===== src/hdl/aip_pkg.sv =====
// Shared types and constants for the ASCII integer parser.
// Holds the parse phase encoding, the parser state record and the range limits.
// No dependencies.
package aip_pkg;

    typedef enum logic [2:0]
    {
        PH_START,
        PH_AFTER_SIGN,
        PH_ZERO,
        PH_DEC,
        PH_HEX_PREFIX,
        PH_HEX
    } parse_phase_t;

    typedef struct packed
    {
        logic [63:0]  accumulator;
        logic [4:0]   digit_count;
        parse_phase_t parse_phase;
        logic         negative;
        logic         failed;
    } parse_state_t;

    // Target type encoding: bit 2 selects signed, bits 1:0 select 8/16/32/64 bit
    localparam int unsigned TT_SIGNED_BIT = 2;

    localparam logic [1:0] SZ_8  = 2'd0;
    localparam logic [1:0] SZ_16 = 2'd1;
    localparam logic [1:0] SZ_32 = 2'd2;
    localparam logic [1:0] SZ_64 = 2'd3;

    localparam logic [4:0] MAX_DEC_DIGITS = 5'd20;
    localparam logic [4:0] MAX_HEX_DIGITS = 5'd16;

    // Largest accumulator that may still take another decimal digit: (2^64-1)/10,
    // and the largest digit allowed when the accumulator sits exactly on it.
    localparam logic [63:0] DEC_LIMIT      = 64'd1844674407370955161;
    localparam logic [3:0]  DEC_LIMIT_LAST = 4'd5;

    localparam logic [7:0] CH_NUL   = 8'h00;
    localparam logic [7:0] CH_PLUS  = 8'h2B;
    localparam logic [7:0] CH_MINUS = 8'h2D;
    localparam logic [7:0] CH_0     = 8'h30;
    localparam logic [7:0] CH_9     = 8'h39;
    localparam logic [7:0] CH_UA    = 8'h41;
    localparam logic [7:0] CH_UF    = 8'h46;
    localparam logic [7:0] CH_UX    = 8'h58;
    localparam logic [7:0] CH_LX    = 8'h78;

    localparam parse_state_t STATE_CLEAR = '{
        accumulator: 64'd0,
        digit_count: 5'd0,
        parse_phase: PH_START,
        negative:    1'b0,
        failed:      1'b0
    };

endpackage


===== src/hdl/aip_step.sv =====
// Next-state logic for one non-zero character of the string.
// Handles sign, leading zero, hex prefix, decimal and hex digit accumulation.
// Depends on aip_pkg.
module aip_step
(
    input  aip_pkg::parse_state_t cur,
    input  logic [7:0]            character,
    input  logic [2:0]            target_type,
    output aip_pkg::parse_state_t nxt
);

    logic        is_dec;
    logic        is_hex_alpha;
    logic        is_sign;
    logic        is_x;
    logic [3:0]  dec_val;
    logic [3:0]  hex_val;
    logic [63:0] acc_x10;
    logic [63:0] acc_dec;
    logic [63:0] acc_hex;
    logic        dec_ovf;

    assign is_dec       = (character >= aip_pkg::CH_0) && (character <= aip_pkg::CH_9);
    assign is_hex_alpha = (character >= aip_pkg::CH_UA) && (character <= aip_pkg::CH_UF);
    assign is_sign      = (character == aip_pkg::CH_PLUS) || (character == aip_pkg::CH_MINUS);
    assign is_x         = (character == aip_pkg::CH_UX) || (character == aip_pkg::CH_LX);
    assign dec_val      = character[3:0];
    assign hex_val      = is_dec ? character[3:0] : (character[3:0] + 4'd9);

    // x10 as shift-add
    assign acc_x10 = {cur.accumulator[60:0], 3'b000} + {cur.accumulator[62:0], 1'b0};
    assign acc_dec = acc_x10 + {60'd0, dec_val};
    assign acc_hex = {cur.accumulator[59:0], hex_val};

    assign dec_ovf = (cur.digit_count >= aip_pkg::MAX_DEC_DIGITS)
                  || (cur.accumulator > aip_pkg::DEC_LIMIT)
                  || ((cur.accumulator == aip_pkg::DEC_LIMIT)
                      && (dec_val > aip_pkg::DEC_LIMIT_LAST));

    always_comb
    begin
        nxt = cur;
        if (!cur.failed)
        begin
            case (cur.parse_phase)
                aip_pkg::PH_START,
                aip_pkg::PH_AFTER_SIGN:
                begin
                    if ((cur.parse_phase == aip_pkg::PH_START) && is_sign)
                    begin
                        if (!target_type[aip_pkg::TT_SIGNED_BIT])
                        begin
                            nxt.failed = 1'b1;
                        end
                        else
                        begin
                            nxt.negative    = (character == aip_pkg::CH_MINUS);
                            nxt.parse_phase = aip_pkg::PH_AFTER_SIGN;
                        end
                    end
                    else if (!is_dec)
                    begin
                        nxt.failed = 1'b1;
                    end
                    else
                    begin
                        nxt.accumulator = {60'd0, dec_val};
                        nxt.digit_count = 5'd1;
                        nxt.parse_phase = (character == aip_pkg::CH_0) ? aip_pkg::PH_ZERO
                                                                       : aip_pkg::PH_DEC;
                    end
                end
                aip_pkg::PH_ZERO,
                aip_pkg::PH_DEC:
                begin
                    if ((cur.parse_phase == aip_pkg::PH_ZERO) && is_x)
                    begin
                        nxt.accumulator = 64'd0;
                        nxt.digit_count = 5'd0;
                        nxt.parse_phase = aip_pkg::PH_HEX_PREFIX;
                    end
                    else if (!is_dec || dec_ovf)
                    begin
                        nxt.failed = 1'b1;
                    end
                    else
                    begin
                        nxt.accumulator = acc_dec;
                        nxt.digit_count = cur.digit_count + 5'd1;
                        nxt.parse_phase = aip_pkg::PH_DEC;
                    end
                end
                aip_pkg::PH_HEX_PREFIX,
                aip_pkg::PH_HEX:
                begin
                    if (!(is_dec || is_hex_alpha)
                        || (cur.digit_count >= aip_pkg::MAX_HEX_DIGITS))
                    begin
                        nxt.failed = 1'b1;
                    end
                    else
                    begin
                        nxt.accumulator = acc_hex;
                        nxt.digit_count = cur.digit_count + 5'd1;
                        nxt.parse_phase = aip_pkg::PH_HEX;
                    end
                end
                default:
                begin
                    nxt.failed = 1'b1;
                end
            endcase
        end
    end

endmodule


===== src/hdl/ascii_integer_parser.sv =====
// Top level of the ASCII integer parser: stream in, one result per string out.
// Depends on aip_pkg and aip_step.
//
// Usage
//   Input channel s_*: one character per transaction. s_tdata[7:0] is the
//   character, s_tuser[2:0] the target type (0..3 unsigned 8/16/32/64 bit,
//   4..7 signed 8/16/32/64 bit). A zero character ends the string.
//   Output channel m_*: one transaction per string, issued for the zero
//   character. m_tdata[63:0] is the value (two's complement, sign-extended,
//   zero on rejection), m_tuser[0] the error flag.
//   Throughput: one character per cycle when not stalled. Each character
//   updates the parser state in the cycle it is taken; the x10 shift-add and
//   the overflow compare on the 64-bit accumulator set the cycle.
//   Result: registered, valid the cycle after the zero character is taken.
//   Stall: the result sits in the output register until m_tready. While it
//   waits, s_tready stays low unless m_tready is high in the same cycle, so
//   the next character is taken as the result leaves.
//   Reset: rst_n clears the parser to start of string and empties the
//   output register.
module ascii_integer_parser
(
    input  logic        clk,
    input  logic        rst_n,
    input  logic        s_tvalid,
    output logic        s_tready,
    input  logic [7:0]  s_tdata,   // [7:0] character
    input  logic [2:0]  s_tuser,   // [2:0] target_type
    output logic        m_tvalid,
    input  logic        m_tready,
    output logic [63:0] m_tdata,   // [63:0] value
    output logic [0:0]  m_tuser    // [0] error
);

    aip_pkg::parse_state_t state_reg;
    aip_pkg::parse_state_t state_next;
    aip_pkg::parse_state_t step_state;

    logic        out_valid_reg;
    logic        out_valid_next;
    logic [63:0] value_reg;
    logic [63:0] value_next;
    logic        error_reg;
    logic        error_next;

    logic        in_take;
    logic        is_end;

    // finish-stage signals
    logic        fmt_bad;
    logic        range_bad;
    logic        upper_used;
    logic [63:0] neg_lim;
    logic [63:0] mag;
    logic [63:0] fin_value;
    logic        fin_error;

    assign s_tready = !out_valid_reg || m_tready;
    assign in_take  = s_tvalid && s_tready;
    assign is_end   = (s_tdata == aip_pkg::CH_NUL);

    aip_step u_step
    (
        .cur         (state_reg),
        .character   (s_tdata),
        .target_type (s_tuser),
        .nxt         (step_state)
    );

    // ---- range check on the terminating character ----
    assign mag = state_reg.accumulator;

    assign fmt_bad = state_reg.failed
                  || (state_reg.parse_phase == aip_pkg::PH_START)
                  || (state_reg.parse_phase == aip_pkg::PH_AFTER_SIGN)
                  || (state_reg.parse_phase == aip_pkg::PH_HEX_PREFIX);

    always_comb
    begin
        case (s_tuser[1:0])
            aip_pkg::SZ_8:
            begin
                upper_used = (mag[63:8] != 56'd0);
                neg_lim    = 64'h0000_0000_0000_0080;
            end
            aip_pkg::SZ_16:
            begin
                upper_used = (mag[63:16] != 48'd0);
                neg_lim    = 64'h0000_0000_0000_8000;
            end
            aip_pkg::SZ_32:
            begin
                upper_used = (mag[63:32] != 32'd0);
                neg_lim    = 64'h0000_0000_8000_0000;
            end
            aip_pkg::SZ_64:
            begin
                upper_used = 1'b0;
                neg_lim    = 64'h8000_0000_0000_0000;
            end
            default:
            begin
                upper_used = 1'b1;
                neg_lim    = 64'd0;
            end
        endcase
    end

    always_comb
    begin
        if (!s_tuser[aip_pkg::TT_SIGNED_BIT])
        begin
            range_bad = upper_used;
        end
        else if (state_reg.negative)
        begin
            range_bad = (mag > neg_lim);
        end
        else
        begin
            // positive limit is neg_lim - 1
            range_bad = (mag >= neg_lim);
        end
    end

    assign fin_error = fmt_bad || range_bad;
    assign fin_value = fin_error ? 64'd0
                     : ((s_tuser[aip_pkg::TT_SIGNED_BIT] && state_reg.negative)
                        ? (64'd0 - mag) : mag);

    // ---- next state ----
    always_comb
    begin
        state_next     = state_reg;
        out_valid_next = out_valid_reg;
        value_next     = value_reg;
        error_next     = error_reg;

        if (out_valid_reg && m_tready)
        begin
            out_valid_next = 1'b0;
        end

        if (in_take)
        begin
            if (is_end)
            begin
                state_next     = aip_pkg::STATE_CLEAR;
                out_valid_next = 1'b1;
                value_next     = fin_value;
                error_next     = fin_error;
            end
            else
            begin
                state_next = step_state;
            end
        end
    end

    always_ff @(posedge clk or negedge rst_n)
    begin
        if (!rst_n)
        begin
            state_reg     <= aip_pkg::STATE_CLEAR;
            out_valid_reg <= 1'b0;
        end
        else
        begin
            state_reg     <= state_next;
            out_valid_reg <= out_valid_next;
        end
    end

    // result payload, no reset needed
    always_ff @(posedge clk)
    begin
        value_reg <= value_next;
        error_reg <= error_next;
    end

    assign m_tvalid   = out_valid_reg;
    assign m_tdata    = value_reg;
    assign m_tuser[0] = error_reg;

    // ---- assertions ----
    a_error_zero_value: assert property (@(posedge clk) disable iff (!rst_n)
        (m_tvalid && m_tuser[0]) |-> (m_tdata == 64'd0))
        else $error("rejected result carries a non-zero value");

    a_end_gives_result: assert property (@(posedge clk) disable iff (!rst_n)
        (in_take && is_end) |=> m_tvalid)
        else $error("terminator taken but no result presented");

    a_end_clears_state: assert property (@(posedge clk) disable iff (!rst_n)
        (in_take && is_end) |=> ((state_reg.parse_phase == aip_pkg::PH_START)
                                 && !state_reg.failed
                                 && (state_reg.digit_count == 5'd0)))
        else $error("parser state not cleared after terminator");

    a_dec_count_bound: assert property (@(posedge clk) disable iff (!rst_n)
        (state_reg.digit_count <= aip_pkg::MAX_DEC_DIGITS))
        else $error("decimal digit count beyond limit");

    a_hex_count_bound: assert property (@(posedge clk) disable iff (!rst_n)
        ((state_reg.parse_phase == aip_pkg::PH_HEX)
         || (state_reg.parse_phase == aip_pkg::PH_HEX_PREFIX))
        |-> (state_reg.digit_count <= aip_pkg::MAX_HEX_DIGITS))
        else $error("hex digit count beyond limit");

endmodule

===== config.mk =====
export PLATFORM = sky130hd
export DESIGN_NAME = ascii_integer_parser
export DESIGN_NICKNAME = d
export VERILOG_FILES = /design/src/hdl/aip_pkg.sv /design/src/hdl/aip_step.sv /design/src/hdl/ascii_integer_parser.sv
export SDC_FILE = /design/constraint.sdc
export NUM_CORES = 1
export LEC_CHECK = 0
export BUFFER_PORTS_ARGS = -buffer_cell sky130_fd_sc_hd__buf_4
export CORE_UTILIZATION = 65
export CTS_CLUSTER_SIZE = 20
export DETAILED_ROUTE_END_ITERATION = 6
export PLACE_DENSITY = 0.85
export SKIP_LAST_GASP = 1
export SYNTH_ARGS = -nofsm -noshare
export SYNTH_HDL_FRONTEND = slang
export SYNTH_SLANG_ARGS = --single-unit

===== constraint.sdc =====
create_clock -name clk -period 10.7 [get_ports clk]
set_input_delay 1.605 -clock clk [delete_from_list [all_inputs] [get_ports clk]]
set_output_delay 1.605 -clock clk [all_outputs]
set_load 0.01 [all_outputs]

==> Word-level counts from Yosys, hierarchy flattened <==
Index checks and enable logic that the tools add are counted.
Widths: inputs -> output; s select.
{ "totals": {"input_bits": 15, "reg_bits": 140, "elab_cells": 113} }
{ "op_classes": {"n_reduce_logical": 40, "n_addsub": 5, "muxes": 29, "eq_ne": 21, "magnitude_cmp": 10} }
{ "ops": {"columns": ["cell", "count"], "rows": [
  ["$mux 72", 4],
  ["$pmux 64 s4", 1],
  ["$pmux 72 s3", 1],
  ["$mux 74", 2],
  ["$mux 69", 1],
  ["$add 64x4->64", 1],
  ["$add 64x64->64", 1],
  ["$eq 64x61->1 const B", 1],
  ["$ge 64x64->1", 1],
  ["$gt 64x61->1 const B", 1],
  ["$gt 64x64->1", 1],
  ["$mux 64", 1],
  ["$sub 1x64->64 const A", 1],
  ["$reduce_bool 56->1", 1],
  ["$reduce_bool 48->1", 1],
  ["$reduce_bool 32->1", 1],
  ["$eq 8x6->1 const B", 3],
  ["$eq 8x7->1 const B", 2],
  ["$mux 1", 14],
  ["$reduce_and 7->1", 2],
  ["$logic_or 1x1->1", 12],
  ["$ge 5x5->1 const B", 2],
  ["$ge 8x6->1 const B", 1],
  ["$ge 8x7->1 const B", 1],
  ["other kinds (30)", 48]
]} }

==> Longest topological paths before layout <==
Gate-level depths: netlist of run 1.
{ "depth": {"word_depth": 9, "mapped_depth": 15} }

==> By module <==
A second synthesis of run 1 with hierarchy kept.
{ "unflattened": {"hier_cells": 1732, "hier_area_um2": 14169.8} }
{ "modules_own_cells": {"columns": ["module", "cells_per_inst", "area_per_inst_um2", "seq_area_each_um2", "n_inst"], "rows": [
  ["ascii_integer_parser", 765, 7576.0, 3828.7, 1],
  ["aip_step", 967, 6593.8, 0.0, 1]
]} }

==> Least setup slack after synthesis of run 1 <==
Ideal clock, no wire load.
{ "synth_timing": {"kind": "input to register", "startpoint": "input port s_tdata[3]", "endpoint": "register state_reg (netlist bit mag[54])", "setup_time_ps": 126, "path_stages": 15, "setup_slack_ps": 5164, "t_arrival_ps": 5410, "n_path_buf": 1, "cell_sequence": "clkbuf_1 > inv_1 > fa_1 > inv_1 > fa_1 > a21o_1 > a31o_2 > a211oi_2 > a2111oi_0 > nor4_1 > o31ai_2 > a31oi_1 > or4_1 > a41oi_1 > a221o_1"} }
{ "synth_via": {"elab_chain_len": 7, "elab_cells_between_ends": 36} }
{ "synth_rtl": {"columns": ["element", "line_no", "source"], "rows": [
  ["start, declared", "ascii_integer_parser.sv:26", "input logic [7:0] s_tdata,"],
  ["parallel branches: the longest is 7 deep, another holds $add 64x4->64", null, null],
  ["end signal, assigned", "ascii_integer_parser.sv:163", "state_reg <= aip_pkg::STATE_CLEAR;"],
  ["end signal, assigned", "ascii_integer_parser.sv:168", "state_reg <= state_next;"],
  ["end, declared", "ascii_integer_parser.sv:34", "aip_pkg::parse_state_t state_reg;"]
]} }
Parallel ways; which one is timed is not known. The select of a mux whose other input is x is not followed.
A chain may end at the register's enable or synchronous reset.

==> Worst setup path after layout of run 1 <==
Ends and elaborated chain as after synthesis.

==> results.sh, run 1 <==
export IMPL_critical_path_top_delay_family="compound AO/OA/AOI/OAI gates"
export IMPL_path_class="input pin to flop"
export IMPL_setup_viol=0
export IMPL_post_drt_via_cell_ratio=6.93
export IMPL_synth_area_top_cells="edfxtp_1 16%, dfrtp_1 15%, ha_1 13%"
export IMPL_rsz0062_at_grt="no"
export IMPL_antenna_left=0
export IMPL_port_buffers=81
export IMPL_insertion_delay_ps=440
export IMPL_powerDensity_nw_per_um2=89.5
export IMPL_syn_area_um2=12400
export IMPL_max_cap_viol_count=0
export IMPL_endpoint_kind="flop"
export IMPL_die_y_um=140
export IMPL_dp_hpwl_mm=26.2
export IMPL_crit_slowest_cell="a31oi_1"
export IMPL_cts_path_max_buffers=2
export IMPL_overflow=0
export IMPL_status="finished, violations left"
export IMPL_synth_cells=1472
export IMPL_synth_edf_count=65
export IMPL_syn_num_nets=1621
export IMPL_hold_viol_final=0
export IMPL_io_pins=82
export IMPL_worst_pin_slew_ps=1130
export IMPL_cts_tree="built"
export IMPL_crit_chain="buf_4 > inv_1 > fa_1 > inv_1 > fa_1 > a21o_1 > a31o_2 > a211oi_2 > a2111oi_0 > nor4_1 > o31ai_2 > a31oi_1 > or4_1 > a41oi_1 > a221o_1"
export IMPL_routed_via_count=11900
export IMPL_async_flop_share_pct=53.6
export IMPL_clockRootBuffer="clkbuf_16"
export IMPL_finalSetupTns_ps=0
export IMPL_final_max_slew_violation_count=0
export IMPL_start_kind="input pin"
export IMPL_die_area_um2=19600
export IMPL_path_buf_inv=3
export IMPL_grt_pass1_wl_mm=58.2
export IMPL_postCtsSetupBuffers=0
export IMPL_drive_gt1_share_pct=9.75
export IMPL_critPathMaxFanout=10
export IMPL_rows=50
export IMPL_cp_required_ps=11020
export IMPL_yosysSeqAreaShare_pct=31.0
export IMPL_ys_types=72
export IMPL_area_growth_pct=9.26
export IMPL_yosysWarningCount=0
export IMPL_fin_crit_ps=5580
export IMPL_cts_reportedPaths_clkPinSlew_ps=60
export IMPL_drc_errors=2
export IMPL_grt_pass1_vias=11100
export IMPL_start_util_pct=66.1
export IMPL_max_slew_margin_pct=24.7
export IMPL_die_w_um=140
export IMPL_ys_ff_latch=140
export IMPL_grt_max_degree=76
export IMPL_drt_iter0_markers=1311
export IMPL_core_area_um2=18700
export IMPL_worst_endpoint_arrival_ps=5900
export IMPL_hp_class="flop to flop"
export IMPL_yosysMostFrequentCell="nor2_1"
export IMPL_n_antenna_cell=0
export IMPL_synth_area_per_cell_um2=8.40
export IMPL_p_total_uw=1210
export IMPL_routabilityCongestion=0.973
export IMPL_yosys_top_cells_count="156 x nor2_1, 132 x ha_1, 131 x nand2_1, 101 x o21ai_0, 98 x a21oi_1"
export IMPL_leakage_uw=0.00594
export IMPL_cts_buffers=17
export IMPL_postCtsHoldBufs=0
export IMPL_synth_top_area_share_pct=15.8
export IMPL_cts_sinks=140
export IMPL_routed_wl_mm=36.5
export IMPL_fmax_mhz=179
export IMPL_wire_per_inst_um=21.2
export IMPL_htreeDepth=4
export IMPL_fin_nets=1623
export IMPL_ctsResizeCount=0
export IMPL_synth_ff_type="dfrtp_1"
export IMPL_violations="DRC"
export IMPL_min_period_over_period_pct=52.2
export IMPL_ir_worst_vdd_v=0.000111
export IMPL_first_pass_iters=7
export IMPL_cpPeakStageDelay_ps=580
export IMPL_gr_usage_all_layers_pct=37.7
export IMPL_antenna_found_initial=0
export IMPL_finClkSkew_ps=12.8
export IMPL_synth_top_area_cell="edfxtp_1"
## layout make-up
cell class / instances / area (um^2)
multi-input combinational: 1193 / 8020
sequential: 140 / 3830
timing repair buffer: 90 / 676
clock inverter: 14 / 145
clock buffer: 18 / 429
fill: 1459 / 5190
inverter: 32 / 120
tap: 234 / 293
## stage by stage
| stage | util (%) | hold slack (ps) | instance area [um^2] | worst slack (ps) | cells |
|---|---|---|---|---|---|
| 2_1_floorplan | - | 469 | 12400 | 5160 | 1472 |
| 3_3_place_gp | 69.2 | 485 | 12900 | 4750 | 1689 |
| 3_5_place_dp | 69.2 | 500 | 12900 | 4670 | 1689 |
| 4_1_cts | 72.2 | 509 | 13500 | 5110 | 1721 |
| 5_1_grt | 72.2 | 546 | 13500 | 4790 | 1721 |
| 6_report | 72.2 | 523 | 13500 | 5120 | 1721 |
## layer usage
layer / global-route usage, % / part of all wire [%] / vias to the layer above
met4: 16.3 / 3.7 / 0
met1: 52.1 / 41 / 5639
li1: - / - / 5451
met5: 0 / 0 / -
met3: 6.94 / 10 / 121
met2: 58.1 / 45 / 722
## placed cells by master, fill, tap and decap left out, types with 12 or more instances in the layout
cell,instances
ha_1,132
inv_1,31
a31oi_1,25
a21oi_1,98
o211ai_1,16
nand4_1,27
dfrtp_1,75
nand3_1,48
o31ai_1,21
clkbuf_16,17
a22oi_1,54
nand2b_1,12
nor2_1,156
xnor2_1,67
a21o_1,51
xor2_1,52
nor4_1,21
or4_1,14
buf_4,90
nor3_1,28
o21ai_0,101
or3_1,16
nand2_1,131
edfxtp_1,65
## logic make-up (layout without fill, tap and decap cells)
logic type | after synthesis | count (layout) | share of synthesized area (%)
compound gates | 441 | 441 | 23.1
fa+ha+maj | 134 | 134 | 13.7
mux | 2 | 2 | 0.162
xor+xnor | 119 | 119 | 8.43
simple gates | 497 | 497 | 19.2
flops | 140 | 140 | 31.0
buf+inv | 139 | 154 | 4.46
## path summary, 6_finish.rpt
check | end | slack, ps | from | cells after the start
max in group asynchronous | mag[16]$_DFFE_PN0P_ | 8580 | rst_n | 1
min reg2reg | state_reg[6]$_DFFE_PN0P_ | 520 | state_reg[6]$_DFFE_PN0P_ | 2
min in group asynchronous | mag[1]$_DFFE_PN0P_ | 1360 | rst_n | 1
min | state_reg[6]$_DFFE_PN0P_ | 520 | state_reg[6]$_DFFE_PN0P_ | 2
max | mag[54]$_DFFE_PN0P_ | 5120 | s_tdata[3] | 15
max reg2reg | mag[54]$_DFFE_PN0P_ | 5930 | mag[0]$_DFFE_PN0P_ | 14
## worst register-to-register path: cells and delay by family, from the launching register on
family	cells	cell delay, ps
AOI/OAI and AO/OA	8	2280
adders and majority gates	2	990
buffers and inverters	2	220
DFF	1	480
and+or+nand+nor	2	700
## report_power, final
| group | internal, uW | total (uW) | switching, uW |
|---|---|---|---|
| Clock | 343 | 594 | 251 |
| Sequential | 561 | 562 | 1.52 |
| Combinational | 16.3 | 53.4 | 37.1 |
| Total | 920 | 1210 | 289 |
(Power assumes the default switching activity.)
==> run 2, diff against run 1 <==
--- a/config.mk
+++ b/config.mk
@@ -6,10 +6,10 @@
 export NUM_CORES = 1
 export LEC_CHECK = 0
 export BUFFER_PORTS_ARGS = -buffer_cell sky130_fd_sc_hd__buf_4
-export CORE_UTILIZATION = 65
+export CORE_UTILIZATION = 63
 export CTS_CLUSTER_SIZE = 20
 export DETAILED_ROUTE_END_ITERATION = 6
-export PLACE_DENSITY = 0.85
+export PLACE_DENSITY = 0.82
 export SKIP_LAST_GASP = 1
 export SYNTH_ARGS = -nofsm -noshare
 export SYNTH_HDL_FRONTEND = slang
==> constraint.sdc (replaced) <==
create_clock -name clk -period 5.17 [get_ports clk]
set_input_delay 0.7755 -clock clk [delete_from_list [all_inputs] [get_ports clk]]
set_output_delay 0.7755 -clock clk [all_outputs]
set_load 0.01 [all_outputs]
==> results.sh, run 2 (synthesis results as in run 1) <==
export IMPL_setup_viol=0
export IMPL_wl_met1_mm=15.6
export IMPL_seq_area_um2=3830
export IMPL_routed_wl_mm=37.1
export IMPL_drive_gt1_share_pct=10.7
export IMPL_overflow=0
export IMPL_insertion_delay_ps=430
export IMPL_crit_slowest_cell="nor4_1"
export IMPL_antenna_found_initial=0
export IMPL_p_total_uw=2510
export IMPL_critPathMaxFanout=7
export IMPL_hold_viol_final=0
export IMPL_rows=50
export IMPL_worst_pin_slew_ps=806
export IMPL_reg2reg_to="mag[56]$_DFFE_PN0P_"
export IMPL_postCtsHoldBufs=0
export IMPL_cpPeakStageDelay_ps=510
export IMPL_fin_crit_ps=4590
export IMPL_routabilityCongestion=0.959
export IMPL_hp_class="input pin to async pin"
export IMPL_rsz0062_at_grt="no"
export IMPL_status="finished, final reports clean"
export IMPL_max_slew_margin_pct=45.5
export IMPL_worst_endpoint_arrival_ps=4900
export IMPL_grt_pass1_wl_mm=59.8
export IMPL_finalSetupTns_ps=0
export IMPL_cts_tree="built"
export IMPL_area_growth_pct=10.3
export IMPL_gr_usage_all_layers_pct=37.9
export IMPL_start_util_pct=65.3
export IMPL_worstRegToRegCells=14
export IMPL_crit_chain="inv_1 > fa_1 > inv_1 > fa_1 > a21o_1 > a31o_2 > a211oi_2 > a2111oi_0 > nor4_1 > o31ai_2 > a41oi_1 > o311a_1 > xor2_1 > o21ai_0"
export IMPL_fmax_mhz=218
export IMPL_grt_pass1_vias=11200
export IMPL_start_kind="flop"
export IMPL_die_y_um=142
export IMPL_mostFrequentLayoutCell="nor2_1"
export IMPL_path_class="flop to flop"
export IMPL_core_area_um2=19000
export IMPL_ctsResizeCount=0
export IMPL_routed_via_count=12000
export IMPL_ir_worst_vdd_v=0.000200
export IMPL_dr_wl_met2_mm=16.5
export IMPL_dr_max_layer_used="met4"
export IMPL_powerDensity_nw_per_um2=184
export IMPL_max_cap_viol_count=0
export IMPL_nFillCells=1500
export IMPL_cts_sinks=140
export IMPL_postCtsSetupBuffers=0
export IMPL_final_max_slew_violation_count=0
export IMPL_finClkSkew_ps=6.93
export IMPL_htreeDepth=4
export IMPL_post_drt_via_cell_ratio=6.81
export IMPL_cp_required_ps=5470
export IMPL_endpoint_kind="flop"
export IMPL_drc_errors=0
export IMPL_r2r_setup_slack_ps=580
export IMPL_antenna_left=0
export IMPL_layout_common_cells="156 x nor2_1, 132 x ha_1, 131 x nand2_1"
export IMPL_n_antenna_cell=0
export IMPL_clockRootBuffer="clkbuf_16"
export IMPL_min_period_over_period_pct=88.9
export IMPL_cts_reportedPaths_clkPinSlew_ps=70
export IMPL_cts_buffers=17
export IMPL_wire_per_inst_um=21.1
export IMPL_dp_hpwl_mm=26.7
export IMPL_io_pins=82
export IMPL_drt_iter0_markers=1316
export IMPL_fin_nets=1635
export IMPL_leakage_uw=0.00602
export IMPL_rr_startpoint="mag[2]$_DFFE_PN0P_"
export IMPL_grt_max_degree=72
export IMPL_cts_path_max_buffers=2
export IMPL_port_buffers=81
export IMPL_dr_wl_met3_mm=3.67
export IMPL_die_area_um2=20200
export IMPL_first_pass_iters=6
export IMPL_multi_input_area_um2=8020
export IMPL_die_w_um=142
## run 2: cell count changes in the layout (fill, tap and decap cells not counted)
cell and change:
clkinv_4 +2, buf_4 +12, clkinvlp_4 -3, inv_8 +3
bufinv_16 -1, inv_6 +2, clkbuf_1 -1, clkinv_1 -2
## run 2: report_power, final
group | leakage (uW) | internal, uW | switching [uW] | total (uW)
Clock | 0.000281 | 680 | 557 | 1240
Combinational | 0.00425 | 34.9 | 77.9 | 113
Sequential | 0.00149 | 1160 | 3.16 | 1160
Total | 0.00602 | 1870 | 638 | 2510
## run 2: per-layer routing
layer / up-vias / GRT usage (%)
met5: - / 0
met4: 0 / 16.9
met3: 100 / 5.32
met2: 707 / 58.3
met1: 5694 / 53.2
li1: 5471 / -
## run 2: cell type report
cell class / count / area share [%]
clock buffer: 17 / 3.12
tap: 260 / 2.38
sequential: 140 / 28.1
clock inverter: 15 / 1.13
multi-input combinational: 1193 / 58.8
inverter: 32 / 0.880
timing repair buffer: 102 / 5.61
## run 2: how the worst max path moves through the flow
| stage | from | endpoint | depth (start not counted) |
|---|---|---|---|
| 3_5_place_dp | s_tdata[3] | mag[56]$_DFFE_PN0P_ | 15 |
| 3_3_place_gp | s_tdata[3] | mag[56]$_DFFE_PN0P_ | 15 |
| 4_1_cts | mag[0]$_DFFE_PN0P_ | mag[56]$_DFFE_PN0P_ | 14 |
| 2_1_floorplan | s_tdata[3] | mag[54]$_DFFE_PN0P_ | 15 |
| 6_report | mag[2]$_DFFE_PN0P_ | mag[56]$_DFFE_PN0P_ | 14 |
| 5_1_grt | mag[2]$_DFFE_PN0P_ | mag[56]$_DFFE_PN0P_ | 14 |
## run 2: critical path, delay by kind of cell, from the launching register on
kind                       cells  cell delay, ps
xor gates and xnor gates       1             160
AOI/OAI and AO/OA              8            2110
buffers and inverters          2             230
adders and majority gates      2             950
DFF                            1             500
and+or+nand+nor                1             510
## run 2: per-stage QoR
stage                     instances  hold WS [ps]  instance area (um^2)  worst slack [ps]  util (%)
after floorplan                1472           469                 12400               463         -
after global placement         1727           485                 13100               395      68.9
after detailed placement       1727           507                 13100               260      68.9
after CTS                      1759           234                 13600               688      72.0
after global routing           1759           253                 13600               392      72.0
final                          1759           233                 13600               575      72.0
